## src/rtl/core/dllm_pkg.sv

```systemverilog
`timescale 1ns / 1ps

package dllm_pkg;

  // field widths fixed by the transaction formats
  localparam int unsigned OPC_W  = 4;
  localparam int unsigned NODE_W = 6;
  localparam int unsigned CNT_W  = 7;

  // operation codes
  localparam logic [OPC_W-1:0] OP_INS_HEAD  = 4'd0;
  localparam logic [OPC_W-1:0] OP_INS_TAIL  = 4'd1;
  localparam logic [OPC_W-1:0] OP_INS_AFTER = 4'd2;
  localparam logic [OPC_W-1:0] OP_RM_HEAD   = 4'd3;
  localparam logic [OPC_W-1:0] OP_RM_NODE   = 4'd4;
  localparam logic [OPC_W-1:0] OP_RM_ALL    = 4'd5;
  localparam logic [OPC_W-1:0] OP_GET_HEAD  = 4'd6;
  localparam logic [OPC_W-1:0] OP_GET_TAIL  = 4'd7;
  localparam logic [OPC_W-1:0] OP_GET_PREV  = 4'd8;
  localparam logic [OPC_W-1:0] OP_GET_NEXT  = 4'd9;

  // one result transaction
  typedef struct packed {
    logic [CNT_W-1:0]  node_count;
    logic              result_valid;
    logic [NODE_W-1:0] result_node;
  } result_t;

endpackage

```

## src/rtl/core/dllm_link_ram.sv

```systemverilog
`timescale 1ns / 1ps

module dllm_link_ram #(
  parameter int unsigned AW    = 7,
  parameter int unsigned DEPTH = 65
) (
  input  logic          clk,
  input  logic          we,
  input  logic [AW-1:0] waddr,
  input  logic [AW-1:0] wdata,
  input  logic [AW-1:0] raddr,
  output logic [AW-1:0] rdata
);

  logic [AW-1:0] mem [DEPTH];

  // read-first: a same-address read returns the old entry
  always_ff @(posedge clk) begin
    if (we) begin
      mem[waddr] <= wdata;
    end
    rdata <= mem[raddr];
  end

endmodule

```

## src/rtl/core/dllm_out_slot.sv

```systemverilog
`timescale 1ns / 1ps

module dllm_out_slot (
  input  logic             clk,
  input  logic             rst,
  input  logic             load,
  input  dllm_pkg::result_t load_data,
  output logic             free,
  output logic             m_valid,
  input  logic             m_ready,
  output dllm_pkg::result_t m_data
);

  assign free = !m_valid || m_ready;

  always_ff @(posedge clk) begin
    if (rst) begin
      m_valid <= 1'b0;
    end else if (load) begin
      m_valid <= 1'b1;
    end else if (m_ready) begin
      m_valid <= 1'b0;
    end
  end

  always_ff @(posedge clk) begin
    if (load) begin
      m_data <= load_data;
    end
  end

endmodule

```

## src/rtl/core/dllm_seq.sv

```systemverilog
`timescale 1ns / 1ps

module dllm_seq #(
  parameter int unsigned NODE_POOL = 64,
  parameter int unsigned AW        = 7
) (
  input  logic                            clk,
  input  logic                            rst,
  input  logic                            in_valid,
  output logic                            in_ready,
  input  logic [dllm_pkg::OPC_W-1:0]      in_opcode,
  input  logic [dllm_pkg::NODE_W-1:0]     in_node,
  input  logic [dllm_pkg::NODE_W-1:0]     in_ref,
  input  logic                            out_free,
  output logic                            out_load,
  output dllm_pkg::result_t               out_data,
  output logic                            next_we,
  output logic [AW-1:0]                   next_waddr,
  output logic [AW-1:0]                   next_wdata,
  output logic [AW-1:0]                   next_raddr,
  input  logic [AW-1:0]                   next_rdata,
  output logic                            prev_we,
  output logic [AW-1:0]                   prev_waddr,
  output logic [AW-1:0]                   prev_wdata,
  output logic [AW-1:0]                   prev_raddr,
  input  logic [AW-1:0]                   prev_rdata
);

  localparam logic [AW-1:0] SENT = AW'(NODE_POOL);

  localparam logic [2:0] ST_CLR  = 3'd0;
  localparam logic [2:0] ST_IDLE = 3'd1;
  localparam logic [2:0] ST_RD1  = 3'd2;
  localparam logic [2:0] ST_RD2  = 3'd3;
  localparam logic [2:0] ST_WR1  = 3'd4;
  localparam logic [2:0] ST_WALK = 3'd5;
  localparam logic [2:0] ST_FIN  = 3'd6;

  logic [2:0]                       state;
  logic [AW-1:0]                    clr_idx;
  logic [dllm_pkg::OPC_W-1:0]       op_q;
  logic [AW-1:0]                    n_q;
  logic [AW-1:0]                    r_q;
  logic [AW-1:0]                    a_q;
  logic [AW-1:0]                    b_q;
  logic                             act_q;
  logic [AW-1:0]                    res_q;
  logic                             resv_q;
  logic [dllm_pkg::CNT_W-1:0]       cnt;
  logic [dllm_pkg::CNT_W-1:0]       cnt_next;
  logic [dllm_pkg::CNT_W-1:0]       rem;

  logic          n_ok_in;
  logic          r_ok_in;
  logic          act_in;
  logic [AW-1:0] n_in;
  logic [AW-1:0] r_in;
  logic          accept;
  logic          commit;

  assign in_ready = (state == ST_IDLE);
  assign accept   = in_valid && in_ready;
  assign commit   = (state == ST_FIN) && out_free;

  assign n_ok_in = 32'(in_node) < 32'(NODE_POOL);
  assign r_ok_in = 32'(in_ref) < 32'(NODE_POOL);
  assign n_in    = AW'(in_node);
  assign r_in    = AW'(in_ref);

  always_comb begin
    case (in_opcode)
      dllm_pkg::OP_INS_HEAD, dllm_pkg::OP_INS_TAIL, dllm_pkg::OP_RM_NODE,
      dllm_pkg::OP_GET_PREV, dllm_pkg::OP_GET_NEXT: act_in = n_ok_in;
      dllm_pkg::OP_INS_AFTER:                         act_in = n_ok_in && r_ok_in;
      dllm_pkg::OP_RM_HEAD, dllm_pkg::OP_GET_HEAD,
      dllm_pkg::OP_GET_TAIL:                          act_in = (cnt != '0);
      dllm_pkg::OP_RM_ALL:                            act_in = 1'b1;
      default:                                        act_in = 1'b0;
    endcase
  end

  // read addresses
  always_comb begin
    next_raddr = SENT;
    prev_raddr = SENT;
    case (state)
      ST_IDLE: begin
        case (in_opcode)
          dllm_pkg::OP_INS_AFTER: next_raddr = r_in;
          dllm_pkg::OP_RM_NODE: begin
            next_raddr = n_in;
            prev_raddr = n_in;
          end
          dllm_pkg::OP_GET_PREV: prev_raddr = n_in;
          dllm_pkg::OP_GET_NEXT: next_raddr = n_in;
          default: ;
        endcase
      end
      ST_RD1, ST_WALK: begin
        // dependent read through the entry just fetched from next
        next_raddr = next_rdata;
        prev_raddr = next_rdata;
      end
      default: ;
    endcase
  end

  // link writes
  always_comb begin
    next_we    = 1'b0;
    next_waddr = a_q;
    next_wdata = a_q;
    prev_we    = 1'b0;
    prev_waddr = a_q;
    prev_wdata = a_q;
    case (state)
      ST_CLR: begin
        next_we    = 1'b1;
        next_waddr = clr_idx;
        next_wdata = clr_idx;
        prev_we    = 1'b1;
        prev_waddr = clr_idx;
        prev_wdata = clr_idx;
      end
      ST_WR1: begin
        next_we = act_q;
        prev_we = act_q;
        case (op_q)
          dllm_pkg::OP_INS_HEAD: begin
            prev_waddr = n_q;  prev_wdata = b_q;
            next_waddr = n_q;  next_wdata = a_q;
          end
          dllm_pkg::OP_INS_TAIL: begin
            next_waddr = n_q;  next_wdata = SENT;
            prev_waddr = n_q;  prev_wdata = a_q;
          end
          dllm_pkg::OP_INS_AFTER: begin
            prev_waddr = n_q;  prev_wdata = r_q;
            next_waddr = n_q;  next_wdata = a_q;
          end
          dllm_pkg::OP_RM_HEAD: begin
            prev_waddr = b_q;  prev_wdata = SENT;
            next_waddr = SENT; next_wdata = b_q;
          end
          dllm_pkg::OP_RM_NODE: begin
            next_waddr = a_q;  next_wdata = b_q;
            prev_waddr = b_q;  prev_wdata = a_q;
          end
          default: begin
            next_we = 1'b0;
            prev_we = 1'b0;
          end
        endcase
      end
      ST_WALK: begin
        // visited entry links back to itself
        next_we = 1'b1;
        prev_we = 1'b1;
      end
      ST_FIN: begin
        next_we = commit && act_q;
        prev_we = commit && act_q;
        case (op_q)
          dllm_pkg::OP_INS_HEAD: begin
            prev_waddr = a_q;  prev_wdata = n_q;
            next_waddr = SENT; next_wdata = n_q;
          end
          dllm_pkg::OP_INS_TAIL: begin
            next_waddr = a_q;  next_wdata = n_q;
            prev_waddr = SENT; prev_wdata = n_q;
          end
          dllm_pkg::OP_INS_AFTER: begin
            prev_waddr = a_q;  prev_wdata = n_q;
            next_waddr = r_q;  next_wdata = n_q;
          end
          dllm_pkg::OP_RM_HEAD: ;
          dllm_pkg::OP_RM_NODE: begin
            next_waddr = n_q;  next_wdata = n_q;
            prev_waddr = n_q;  prev_wdata = n_q;
          end
          dllm_pkg::OP_RM_ALL: begin
            next_waddr = SENT; next_wdata = SENT;
            prev_waddr = SENT; prev_wdata = SENT;
          end
          default: begin
            next_we = 1'b0;
            prev_we = 1'b0;
          end
        endcase
      end
      default: ;
    endcase
  end

  always_comb begin
    cnt_next = cnt;
    if (act_q) begin
      if (op_q inside {dllm_pkg::OP_INS_HEAD, dllm_pkg::OP_INS_TAIL,
                       dllm_pkg::OP_INS_AFTER}) begin
        cnt_next = cnt + dllm_pkg::CNT_W'(1);
      end else if (op_q inside {dllm_pkg::OP_RM_HEAD, dllm_pkg::OP_RM_NODE}) begin
        cnt_next = cnt - dllm_pkg::CNT_W'(1);
      end else if (op_q == dllm_pkg::OP_RM_ALL) begin
        cnt_next = '0;
      end
    end
  end

  assign out_load              = commit;
  assign out_data.result_node  = dllm_pkg::NODE_W'(res_q);
  assign out_data.result_valid = resv_q;
  assign out_data.node_count   = cnt_next;

  always_ff @(posedge clk) begin
    if (rst) begin
      state   <= ST_CLR;
      clr_idx <= '0;
      cnt     <= '0;
    end else begin
      case (state)
        ST_CLR: begin
          clr_idx <= clr_idx + AW'(1);
          if (clr_idx == SENT) begin
            state <= ST_IDLE;
          end
        end
        ST_IDLE: begin
          if (accept) begin
            state <= ST_RD1;
          end
        end
        ST_RD1: begin
          if (!act_q) begin
            state <= ST_FIN;
          end else begin
            case (op_q)
              dllm_pkg::OP_INS_HEAD, dllm_pkg::OP_RM_HEAD: state <= ST_RD2;
              dllm_pkg::OP_INS_TAIL, dllm_pkg::OP_INS_AFTER,
              dllm_pkg::OP_RM_NODE: state <= ST_WR1;
              dllm_pkg::OP_RM_ALL: state <= (cnt == '0) ? ST_FIN : ST_WALK;
              default: state <= ST_FIN;
            endcase
          end
        end
        ST_RD2: state <= ST_WR1;
        ST_WR1: state <= ST_FIN;
        ST_WALK: begin
          if (rem == dllm_pkg::CNT_W'(1)) begin
            state <= ST_FIN;
          end
        end
        ST_FIN: begin
          if (out_free) begin
            cnt   <= cnt_next;
            state <= ST_IDLE;
          end
        end
        default: state <= ST_IDLE;
      endcase
    end
  end

  // operands and fetched links
  always_ff @(posedge clk) begin
    case (state)
      ST_IDLE: begin
        if (accept) begin
          op_q   <= in_opcode;
          n_q    <= n_in;
          r_q    <= r_in;
          act_q  <= act_in;
          res_q  <= '0;
          resv_q <= 1'b0;
        end
      end
      ST_RD1: begin
        rem <= cnt;
        case (op_q)
          dllm_pkg::OP_INS_TAIL: a_q <= prev_rdata;
          dllm_pkg::OP_RM_NODE: begin
            a_q <= prev_rdata;
            b_q <= next_rdata;
          end
          dllm_pkg::OP_RM_HEAD, dllm_pkg::OP_GET_HEAD: begin
            a_q <= next_rdata;
            if (act_q && next_rdata != SENT) begin
              res_q  <= next_rdata;
              resv_q <= 1'b1;
            end
          end
          dllm_pkg::OP_GET_TAIL: begin
            if (act_q && prev_rdata != SENT) begin
              res_q  <= prev_rdata;
              resv_q <= 1'b1;
            end
          end
          dllm_pkg::OP_GET_PREV: begin
            if (act_q && prev_rdata != SENT && prev_rdata != n_q) begin
              res_q  <= prev_rdata;
              resv_q <= 1'b1;
            end
          end
          dllm_pkg::OP_GET_NEXT: begin
            if (act_q && next_rdata != SENT && next_rdata != n_q) begin
              res_q  <= next_rdata;
              resv_q <= 1'b1;
            end
          end
          default: a_q <= next_rdata;
        endcase
      end
      ST_RD2: begin
        b_q <= (op_q == dllm_pkg::OP_INS_HEAD) ? prev_rdata : next_rdata;
      end
      ST_WALK: begin
        a_q <= next_rdata;
        rem <= rem - dllm_pkg::CNT_W'(1);
      end
      default: ;
    endcase
  end

endmodule

```

## src/rtl/core/doubly_linked_list_manager_unit.sv

```systemverilog
// states from accept: queries, unused opcodes and ops that find nothing to do RD1, FIN;
//   insert at tail, insert after a reference and remove node RD1, WR1, FIN; insert at head
//   and remove head RD1, RD2, WR1, FIN; remove all RD1, WALK over node_count entries, FIN
// throughput: one transaction at a time, set by the dependent link reads and the
//   two rounds of link writes through the single write port of each link memory
// reset: synchronous, active high; a clearing pass then links every entry to itself,
//   all NODE_POOL + 1 of them, with s_tready low until it is done
`timescale 1ns / 1ps

module doubly_linked_list_manager_unit #(
  parameter int unsigned NODE_POOL = 64
) (
  input  logic        clk,
  input  logic        rst,
  // request transactions
  input  logic        s_tvalid,
  output logic        s_tready,
  input  logic [15:0] s_tdata,   // opcode [3:0], node [9:4], ref_node [15:10]
  // result transactions
  output logic        m_tvalid,
  input  logic        m_tready,
  output logic [15:0] m_tdata,   // result_node [5:0], node_count [12:6], zero [15:13]
  output logic [0:0]  m_tuser    // result_valid [0]
);

  // link entries 0..NODE_POOL-1 are nodes, entry NODE_POOL is the sentinel
  localparam int unsigned AW = $clog2(NODE_POOL + 1);

  logic          next_we;
  logic [AW-1:0] next_waddr;
  logic [AW-1:0] next_wdata;
  logic [AW-1:0] next_raddr;
  logic [AW-1:0] next_rdata;
  logic          prev_we;
  logic [AW-1:0] prev_waddr;
  logic [AW-1:0] prev_wdata;
  logic [AW-1:0] prev_raddr;
  logic [AW-1:0] prev_rdata;

  logic              out_free;
  logic              out_load;
  dllm_pkg::result_t out_data;
  dllm_pkg::result_t m_data;

  // sequencer: read, read the dependent link, then write back in two rounds
  dllm_seq #(
    .NODE_POOL (NODE_POOL),
    .AW        (AW)
  ) u_seq (
    .clk        (clk),
    .rst        (rst),
    .in_valid   (s_tvalid),
    .in_ready   (s_tready),
    .in_opcode  (s_tdata[3:0]),
    .in_node    (s_tdata[9:4]),
    .in_ref     (s_tdata[15:10]),
    .out_free   (out_free),
    .out_load   (out_load),
    .out_data   (out_data),
    .next_we    (next_we),
    .next_waddr (next_waddr),
    .next_wdata (next_wdata),
    .next_raddr (next_raddr),
    .next_rdata (next_rdata),
    .prev_we    (prev_we),
    .prev_waddr (prev_waddr),
    .prev_wdata (prev_wdata),
    .prev_raddr (prev_raddr),
    .prev_rdata (prev_rdata)
  );

  // next link table
  dllm_link_ram #(
    .AW    (AW),
    .DEPTH (NODE_POOL + 1)
  ) u_next (
    .clk   (clk),
    .we    (next_we),
    .waddr (next_waddr),
    .wdata (next_wdata),
    .raddr (next_raddr),
    .rdata (next_rdata)
  );

  // prev link table
  dllm_link_ram #(
    .AW    (AW),
    .DEPTH (NODE_POOL + 1)
  ) u_prev (
    .clk   (clk),
    .we    (prev_we),
    .waddr (prev_waddr),
    .wdata (prev_wdata),
    .raddr (prev_raddr),
    .rdata (prev_rdata)
  );

  // result register, a result may wait here while the next request is taken
  dllm_out_slot u_out (
    .clk       (clk),
    .rst       (rst),
    .load      (out_load),
    .load_data (out_data),
    .free      (out_free),
    .m_valid   (m_tvalid),
    .m_ready   (m_tready),
    .m_data    (m_data)
  );

  assign m_tdata = {3'b000, m_data.node_count, m_data.result_node};
  assign m_tuser = m_data.result_valid;

endmodule

```

## config.mk

```make
export PLATFORM = sky130hd
export DESIGN_NAME = doubly_linked_list_manager_unit
export DESIGN_NICKNAME = d
export VERILOG_FILES = /design/src/rtl/core/dllm_pkg.sv /design/src/rtl/core/dllm_link_ram.sv /design/src/rtl/core/dllm_out_slot.sv /design/src/rtl/core/dllm_seq.sv /design/src/rtl/core/doubly_linked_list_manager_unit.sv
export SDC_FILE = /design/constraint.sdc
export NUM_CORES = 1
export LEC_CHECK = 0
export BUFFER_PORTS_ARGS = -buffer_cell sky130_fd_sc_hd__buf_2
export CAP_MARGIN = 20
export CORE_ASPECT_RATIO = 1.75
export CORE_MARGIN = 2
export CORE_UTILIZATION = 45
export CTS_CLUSTER_SIZE = 16
export DETAILED_ROUTE_END_ITERATION = 8
export GPL_TIMING_DRIVEN = 0
export HOLD_SLACK_MARGIN = 0.15
export PLACE_DENSITY = 0.59
export SKIP_LAST_GASP = 1
export SYNTH_ARGS = -nofsm -noshare
export SYNTH_HDL_FRONTEND = slang
export SYNTH_SLANG_ARGS = --single-unit
```

## constraint.sdc

```tcl
create_clock -name clk -period 5.7 [get_ports clk]
set_clock_uncertainty 0.15 [all_clocks]
set_input_delay 0.285 -clock clk [delete_from_list [all_inputs] [get_ports clk]]
set_output_delay 0.285 -clock clk [all_outputs]
set_load 0.02 [all_outputs]
```

==> results.toml, run 1 <==
[outcome]
status = "finished, violations left"
violations = "negative setup slack"

[global_routing]
grt_pass1_wl_um = 208000
grt_max_degree = 66
grt_use_total_pct = 30.8
overflow = 0
first_global_vias = 28800
antenna_found_initial = 5

[yosys]
synth.avg_cell_area_um2 = 13.8
synth_top_family_by_area = "simple AND/OR/NAND/NOR gates"
synth-simple-area-share_pct = 10.5
synth_edf_count = 969
synth-seq-cells = 1001
ys_seq_area_share_pct = 70.4
synth.distinct_cells = 87
synth_compound_area_share_pct = 9.96
ys_warn_count = 0
synthesis.area_um2 = 42200
muxShareOfSynthArea_pct = 6.14
syn_inst = 3055
synthArstFlopShare_pct = 0
synthXorXnorAreaFrac_pct = 0.518
ys.flop_type = "edfxtp_1"
synth-adder-area-share_pct = 0.231

[sta]
hold_violations = 0
rsz0062_at_grt = "no"
timing.final.ws_setup_ps = -19.1
finalSetupViolCount = 6
worstMarginPinSlew_ps = 1220
slew-limit-headroom_pct = 16.7
slew_viol_final = 0
final.period_utilization_pct = 100
holdWs_ps = 228
fin_crit_ps = 5720
max_freq_mhz = 175

[die]
rows = 148
dieArea_um2 = 96400
die_h_um = 409
start_util_pct = 45.4
core_um2 = 93000
die_x_um = 236
io_pins = 39

[clock_network]
clk_latency_ps = 710
numCtsBuffers = 89
ctsHtreeMaxLevel = 3
clock_sinks = 1001
cts_root_buf = "clkbuf_16"
cts_tree = "built"
clockBufferDepth = 3
path_clk_slew_ps = 70

[power_and_ir_drop]
power_leakage_nw = 16.0
ir_drop_mv = 0.340
powerDensity_nw_per_um2 = 380
internal_power_mw = 13.1
pwr-share-clk_pct = 33.7
power_frac_seq_pct = 50.1
p_comb_share_pct = 16.2
total_power_mw = 18.2
power.switching_mw = 5.07
swShare_pct = 27.9

[layout]
final_common_cell = "edfxtp_1"
layout.nets = 3270
final_cells = 4517
final_cell_mix = "edfxtp_1, nand2_1, a21oi_1, nor2_1, clkbuf_1"
n_fill_cell = 7849
area_delta_synth_final_pct = 13.3
postLayoutCellArea_um2 = 47900
postLayoutCoreUtil_pct = 51.5
layout-drive-gt1-share_pct = 11.9

[setup_path]
path_class = "reg -> reg"
path_max_fanout = 10
arrival_ps = 5880
cp-start-kind = "flop"
endpoint_kind = "flop"
cp.required_ps = 5860

[detailed_routing]
avgViaCountPerCell = 6.24
detail_route.wl_per_cell_um = 32.9
drt_iter0_markers = 2990
vias = 28200
routed_wl_um = 149000
first_pass_iters = 8
drcViolationCount = 0
ant_nets = 0

[placement]
placed_area_um2 = 44700
hpwlAfterDp_um = 111000
port_buffers = 34
gp_congestion = 0.999
placed_cells = 4325

[hold_path]
min_path_type = "in -> reg"

[flow_run]
cap_violations = 0
sequential cells by signal (all words and copies together), names as in the netlist:
register / cells
u_seq.rem: 7
u_seq.res_q: 6
u_seq.act_q: 1
u_seq.state: 3
u_seq.a_q: 7
u_prev.rdata: 7
u_out.m_valid: 1
u_seq.op_q: 4
u_seq.resv_q: 1
u_out.m_data: 14
u_prev.mem: 455
u_next.rdata: 7
u_seq.r_q: 6
u_seq.cnt: 7
u_seq.b_q: 7
u_next.mem: 455
u_seq.n_q: 6
u_seq.clr_idx: 7
synth_stat cells (all sizes together), types with 14 or more instances:
| cell | number | area share (%) |
|---|---|---|
| o21ai | 108 | 1.3 |
| nand2b | 20 | 0.30 |
| xor2 | 15 | 0.31 |
| a31oi | 21 | 0.31 |
| edfxtp | 969 | 69 |
| nand3b | 14 | 0.25 |
| inv | 24 | 0.21 |
| nor3 | 29 | 0.34 |
| a211oi | 28 | 0.50 |
| nor2 | 210 | 1.9 |
| nand4 | 42 | 0.62 |
| mux2 | 18 | 0.48 |
| mux2i | 97 | 2.3 |
| clkbuf | 112 | 1.0 |
| mux4 | 63 | 3.4 |
| a22oi | 40 | 0.71 |
| o221ai | 19 | 0.39 |
| a211o | 19 | 0.39 |
| dfxtp | 32 | 1.5 |
| nand3 | 58 | 0.69 |
| nand2 | 472 | 4.2 |
| nor2b | 18 | 0.27 |
| a221oi | 29 | 0.60 |
| and3 | 33 | 0.49 |
| buf | 75 | 1.0 |
| a21oi | 249 | 3.0 |
| and2 | 16 | 0.24 |
| a2111oi | 24 | 0.53 |
kinds of logic (layout without fill, tap and decap cells):
group                    count (synthesis)  count (layout)
AND/OR/NAND/NOR                        978             978
XOR/XNOR                                25              25
other                                    1               7
multiplexers                           178             178
buffers and inverters                  214             470
AO/OA/AOI/OAI                          650             650
adder cells (fa/ha/maj)                  8               8
flip-flops                            1001            1001
metrics by stage:
stage / setup TNS, ps / worst slack [ps]
after detailed placement: 0 / 104
after CTS: 0 / 51.9
final: -99.7 / -19.1
after global placement: -2556980 / -5440
after floorplan: 0 / 590
after global routing: 0 / 36.5
layer usage:
layer	vias to the layer above	part of all wire, %	global-route usage, %
met5	-	0.013	0
met4	4	10	27.0
met3	478	5.8	4.55
met2	1436	53	56.9
met1	14200	31	29.6
li1	12100	-	-
worst max-delay path, cell delays in order (launching register included):
cell and delay [ps]:
edfxtp_1 330, clkbuf_1 540, clkbuf_1 480, a21oi_1 140, clkbuf_1 390, a222oi_1 460, nor2_1 70, nor3_1 760
nand2b_1 360, nand2b_1 570, nor2_1 1040
worst paths after layout:
path	from	to	slack, ps	depth (start not counted)
max	u_seq.op_q[3]	u_prev.mem[25][0]	-20	10
min	s_tdata[3]	u_seq.op_q[3]	230	2
min reg2reg	u_seq.res_q[5]	u_out.m_data[5]	290	0
max reg2reg	u_seq.op_q[3]	u_prev.mem[25][0]	-20	10
power groups by stage:
stage          combinational [mW]  clock [mW]  sequential, mW
4_1_cts                      2.89        6.18            9.12
2_1_floorplan                1.33           0            9.27
6_report                     2.94        6.12            9.12
5_1_grt                      3.05        6.44            9.14
3_5_place_dp                 2.87           0            9.28
3_3_place_gp                 2.47           0            9.46
final cells by class:
type	instances	area, um2	share of cell area, %
Sequential cell	1001	29700	62.1
Buffer	187	841	1.76
Clock buffer	108	2360	4.93
Clock inverter	53	542	1.13
Tap cell	1200	1500	3.14
Inverter	27	106	0.222
Timing Repair Buffer	95	1050	2.20
Antenna cell	4	10.0	0.0209
Multi-Input combinational cell	1842	11700	24.5
repair_timing:
action,in CTS,in global routing
hold endpoints to repair,35,0
buffers inserted,0,0
setup endpoints to repair,0,4
resized for setup,0,2
hold buffers,21,0
Power figures use the tool's default switching activity.
==> run 2, diff against run 1 <==
--- a/config.mk
+++ b/config.mk
@@ -7,6 +7,8 @@
 export LEC_CHECK = 0
 export BUFFER_PORTS_ARGS = -buffer_cell sky130_fd_sc_hd__buf_2
 export CAP_MARGIN = 20
+export CELL_PAD_IN_SITES_DETAIL_PLACEMENT = 1
+export CELL_PAD_IN_SITES_GLOBAL_PLACEMENT = 2
 export CORE_ASPECT_RATIO = 1.75
 export CORE_MARGIN = 2
 export CORE_UTILIZATION = 45
@@ -14,7 +16,7 @@
 export DETAILED_ROUTE_END_ITERATION = 8
 export GPL_TIMING_DRIVEN = 0
 export HOLD_SLACK_MARGIN = 0.15
-export PLACE_DENSITY = 0.59
+export PLACE_DENSITY_LB_ADDON = 0.1
 export SKIP_LAST_GASP = 1
 export SYNTH_ARGS = -nofsm -noshare
 export SYNTH_HDL_FRONTEND = slang
==> run 2 against run 1 <==
Effect of this change: the flow still finishes with violations (negative setup slack); register-to-register slack got worse by 50 ps; worst hold slack better by 1.9 ps; non-clock buffer count fell by 9; sequential share of layout area about the same.
==> results.toml, run 2 (same netlist as run 1, synthesis figures left out) <==
[outcome]
status = "finished, violations left"
violations = "negative setup slack"

[layout]
area_delta_synth_final_pct = 13.4
n_fill_cell = 9216
final_cells = 4522
postLayoutCoreUtil_pct = 51.5
reg.largest.list = "u_next.mem: 455 flops, u_prev.mem: 455 flops, u_out.m_data: 14 flops"
layout.nets = 3264
postLayoutCellArea_um2 = 47900
final_common_cell = "edfxtp_1"
layout-drive-gt1-share_pct = 12.2
final_cell_mix = "edfxtp_1, nand2_1, a21oi_1, nor2_1, clkbuf_1"

[placement]
placed_area_um2 = 44600
placed_cells = 4319
port_buffers = 34
hpwlAfterDp_um = 117000
gp_congestion = 0.988

[clock_network]
cts_root_buf = "clkbuf_16"
path_clk_slew_ps = 70
cts_tree = "built"
numCtsBuffers = 92
clk_latency_ps = 710
clockBufferDepth = 3
cts_setup_buffers = 0
ctsHtreeMaxLevel = 3
clock_sinks = 1001

[detailed_routing]
ant_nets = 0
vias = 28000
detail_route.wl_per_cell_um = 34.5
avgViaCountPerCell = 6.19
drt_iter0_markers = 2094
drcViolationCount = 0
routed_wl_um = 156000
first_pass_iters = 5

[global_routing]
first_global_vias = 29900
grt_use_total_pct = 32.5
overflow = 0
grt_max_degree = 52
grt_pass1_wl_um = 219000
antenna_found_initial = 3

[power_and_ir_drop]
powerDensity_nw_per_um2 = 385
pwr-share-clk_pct = 34.7
p_comb_share_pct = 15.8
swShare_pct = 28.4
internal_power_mw = 13.2
power_leakage_nw = 16.0
total_power_mw = 18.4
power_frac_seq_pct = 49.4
power.switching_mw = 5.23
ir_drop_mv = 0.326

[sta]
timing.final.ws_setup_ps = -73.8
final.period_utilization_pct = 101
holdWs_ps = 230
fin_crit_ps = 5770
finalSetupViolCount = 2
max_freq_mhz = 173
worstMarginPinSlew_ps = 1220
slew_viol_final = 0
rsz0062_at_grt = "no"
hold_violations = 0
slew-limit-headroom_pct = 18.3

[setup_path]
arrival_ps = 6160
path_class = "reg -> reg"
endpoint_kind = "flop"
cp.required_ps = 6090
cp-start-kind = "flop"
path_max_fanout = 10

[die]
start_util_pct = 45.4
die_x_um = 236
io_pins = 39
dieArea_um2 = 96400
core_um2 = 93000
die_h_um = 409
rows = 148

[hold_path]
min_path_type = "in -> reg"

[flow_run]
cap_violations = 0
[run 2: path summary, 6_finish.rpt]
path / startpoint / to / slack [ps] / cells after the start
min reg2reg: u_seq.resv_q / u_out.m_data[6] / 310 / 0
max reg2reg: u_seq.state[0] / u_next.rdata[6] / -70 / 14
min: s_tdata[2] / u_seq.op_q[2] / 230 / 2
max: u_seq.state[0] / u_next.rdata[6] / -70 / 14
[run 2: critical path, stage by stage (launching register included)]
cell,delay (ps)
dfxtp_1,320
buf_2,190
or3b_1,480
inv_2,260
o21ai_2,450
and3_1,230
buf_2,320
buf_2,520
buf_2,470
buf_2,390
buf_2,490
nand4_1,160
and3_1,290
o22ai_1,610
a31oi_1,240
[run 2: cell type report]
cell class | count | area, um2 | area share [%]
Clock buffer | 108 | 2380 | 4.98
Clock inverter | 66 | 698 | 1.46
Tap cell | 1200 | 1500 | 3.14
Timing Repair Buffer | 86 | 893 | 1.87
Antenna cell | 5 | 12.5 | 0.0261
Multi-Input combinational cell | 1842 | 11700 | 24.4
Buffer | 187 | 841 | 1.76
Inverter | 27 | 106 | 0.222
Sequential cell | 1001 | 29700 | 62.1
[run 2: per-layer routing]
layer	GRT usage (%)	part of all wire (%)	vias up
met5	0	0.0083	-
met4	27.9	10	2
met3	4.16	4.0	474
met2	60.1	53	1050
met1	31.8	33	14400
li1	-	-	12100
[run 2: repair_timing]
| action | in CTS | in global routing |
|---|---|---|
| gates resized for setup | 0 | 0 |
| endpoints found under the hold margin | 28 | 0 |
| hold buffers | 20 | 0 |
[run 2: power by group through the flow]
| stage | Clock (mW) | Combinational (mW) | Sequential (mW) |
|---|---|---|---|
| after floorplan | 0 | 1.33 | 9.27 |
| after global placement | 0 | 2.49 | 9.44 |
| after detailed placement | 0 | 2.88 | 9.26 |
| after CTS | 6.46 | 2.90 | 9.10 |
| after global routing | 6.72 | 3.03 | 9.13 |
| final | 6.40 | 2.92 | 9.11 |
[run 2: stage by stage]
step | worst slack, ps | TNS [ps]
3_3_place_gp | -4820 | -2351490
5_1_grt | 9.54 | 0
3_5_place_dp | 115 | 0
2_1_floorplan | 590 | 0
4_1_cts | 103 | 0
6_report | -73.8 | -113
==> run 3, diff against run 2 <==
--- a/config.mk
+++ b/config.mk
@@ -7,8 +7,6 @@
 export LEC_CHECK = 0
 export BUFFER_PORTS_ARGS = -buffer_cell sky130_fd_sc_hd__buf_2
 export CAP_MARGIN = 20
-export CELL_PAD_IN_SITES_DETAIL_PLACEMENT = 1
-export CELL_PAD_IN_SITES_GLOBAL_PLACEMENT = 2
 export CORE_ASPECT_RATIO = 1.75
 export CORE_MARGIN = 2
 export CORE_UTILIZATION = 45
@@ -16,8 +14,8 @@
 export DETAILED_ROUTE_END_ITERATION = 8
 export GPL_TIMING_DRIVEN = 0
 export HOLD_SLACK_MARGIN = 0.15
-export PLACE_DENSITY_LB_ADDON = 0.1
 export SKIP_LAST_GASP = 1
+export SLEW_MARGIN = 20
 export SYNTH_ARGS = -nofsm -noshare
 export SYNTH_HDL_FRONTEND = slang
 export SYNTH_SLANG_ARGS = --single-unit
==> run 3 against run 2 <==
Effect of this change: the flow still finishes with violations (negative setup slack); final cell count fell by 0.24%; combinational power about the same; worst hold slack improved by 35 ps; core utilization grew 0.20 points; critical endpoint is now u_next.rdata[2]; register-to-register slack better by 60 ps.
==> results.toml, run 3 (same netlist as run 1, synthesis figures left out) <==
[detailed_routing]
vias = 28100
first_pass_iters = 6
drt_iter0_markers = 2816
detail_route.wl_per_cell_um = 31.5
routed_wl_um = 142000
wl_met2_um = 74100
avgViaCountPerCell = 6.22
route.met3.wl_um = 8810
ant_nets = 0
wl_met1_um = 44200
topRoutingLayerUsed = "met5"
drcViolationCount = 0

[global_routing]
overflow = 0
grt_pass1_wl_um = 199000
first_global_vias = 28200
grt_use_total_pct = 29.2
grt_max_degree = 66
antenna_found_initial = 8

[clock_network]
clk_latency_ps = 690
cts_tree = "built"
path_clk_slew_ps = 70
cts_root_buf = "clkbuf_16"
cts_setup_buffers = 0
numCtsBuffers = 89
clock_sinks = 1001
clockBufferDepth = 3
ctsHtreeMaxLevel = 3

[setup_path]
arrival_ps = 6060
worstPathCellList = "buf_2, or3b_1, inv_2, o21ai_2, and3_1, buf_2, clkbuf_4, buf_2, buf_2, a221oi_1, a211o_1, o22ai_1, a31oi_1"
slowest_stage = "o22ai_1"
endpoint_kind = "flop"
ff2ff_setup_slack_ps = -20
cp.required_ps = 6050
critPathBufInv = 6
path_class = "reg -> reg"
path_max_fanout = 10
cp-start-kind = "flop"
critPathTopFamily = "compound AO/OA/AOI/OAI gates"
max_stage_delay_ps = 810
cp_common_cell = "buf_2"

[layout]
final_common_cell = "edfxtp_1"
layout-drive-gt1-share_pct = 11.9
multi_input_area_um2 = 11800
area.sequential_um2 = 29700
reg.largest.list = "u_next.mem: 455 flops, u_prev.mem: 455 flops, u_out.m_data: 14 flops"
final_cell_mix = "edfxtp_1, nand2_1, a21oi_1, nor2_1, clkbuf_1"
layout.nets = 3264
area_delta_synth_final_pct = 13.8
n_fill_cell = 7850
postLayoutCellArea_um2 = 48100

[sta]
slew-limit-headroom_pct = 11.8
holdWs_ps = 264
hold_violations = 0
final.period_utilization_pct = 100
slew_viol_final = 0
max_freq_mhz = 175
rsz0062_at_grt = "no"
finalSetupViolCount = 1
timing.final.ws_setup_ps = -16.5
fin_crit_ps = 5720
worstMarginPinSlew_ps = 1290

[outcome]
status = "finished, violations left"
violations = "negative setup slack"

[die]
die_x_um = 236
die_h_um = 409
start_util_pct = 45.4
core_um2 = 93000
io_pins = 39
dieArea_um2 = 96400
rows = 148

[placement]
port_buffers = 34
hpwlAfterDp_um = 106000
gp_congestion = 1.02
placed_area_um2 = 44900

[hold_path]
min_path_type = "in -> reg"

[power_and_ir_drop]
power_leakage_nw = 16.0
total_power_mw = 18.2
powerDensity_nw_per_um2 = 380
ir_drop_mv = 0.315

[flow_run]
cap_violations = 0
-- run 3: cell count changes in the layout (fill, tap and decap cells not counted), sizes merged --
cell and delta:
clkdlybuf4s18 +1, clkinvlp -3, clkbuf +4, inv -3
buf +2, clkinv -13, dlygate4sd3 +1
-- run 3: timing repair --
action                                  CTS  global route
gates resized for setup                   0             2
hold buffers                             21             0
endpoints found under the setup margin    0             4
hold endpoints to repair                 35             0
-- run 3: metal layers --
metal / track usage [%] / up-vias
met5: 0 / -
met2: 53.0 / 1471
met3: 4.43 / 531
li1: - / 12100
met4: 26.5 / 10
met1: 28.5 / 14000
-- run 3: final timing paths --
path,start,to,cells after the start
setup / recovery,u_seq.state[0],u_next.rdata[2],13
hold / removal,s_tdata[3],u_seq.op_q[3],2
setup reg to reg,u_seq.state[0],u_next.rdata[2],13
hold reg to reg,u_seq.res_q[4],u_out.m_data[4],0
-- run 3: layout make-up --
type                            instances  share of cell area (%)
Antenna cell                            5                  0.0260
Buffer                                187                    1.76
Clock buffer                          113                    5.09
Clock inverter                         47                    1.07
Inverter                               27                   0.221
Multi-Input combinational cell       1842                    24.5
Sequential cell                      1001                    61.9
Tap cell                             1200                    3.12
Timing Repair Buffer                   89                    2.35
-- run 3: worst reg2reg max path, delay by kind of cell (launching register included) --
kind            cells  cell delay, ps
buf+inv             6            2150
flops               1             320
compound gates      5            2170
simple gates        2             740
-- run 3: where the power goes --
group	internal, mW	switching [mW]
Sequential	8.97	0.139
Combinational	0.830	2.12
Clock	3.49	2.70
-- run 3: per-stage QoR --
step / setup TNS [ps] / util, % / instances / setup WS (ps)
after floorplan: 0 / - / 3057 / 590
after global placement: -2106020 / 47.2 / 4291 / -4860
after detailed placement: 0 / 48.2 / 4325 / 87.3
after CTS: 0 / 51.7 / 4506 / 40.3
after global routing: 0 / 51.7 / 4507 / 96.9
final: -16.5 / 51.7 / 4511 / -16.5
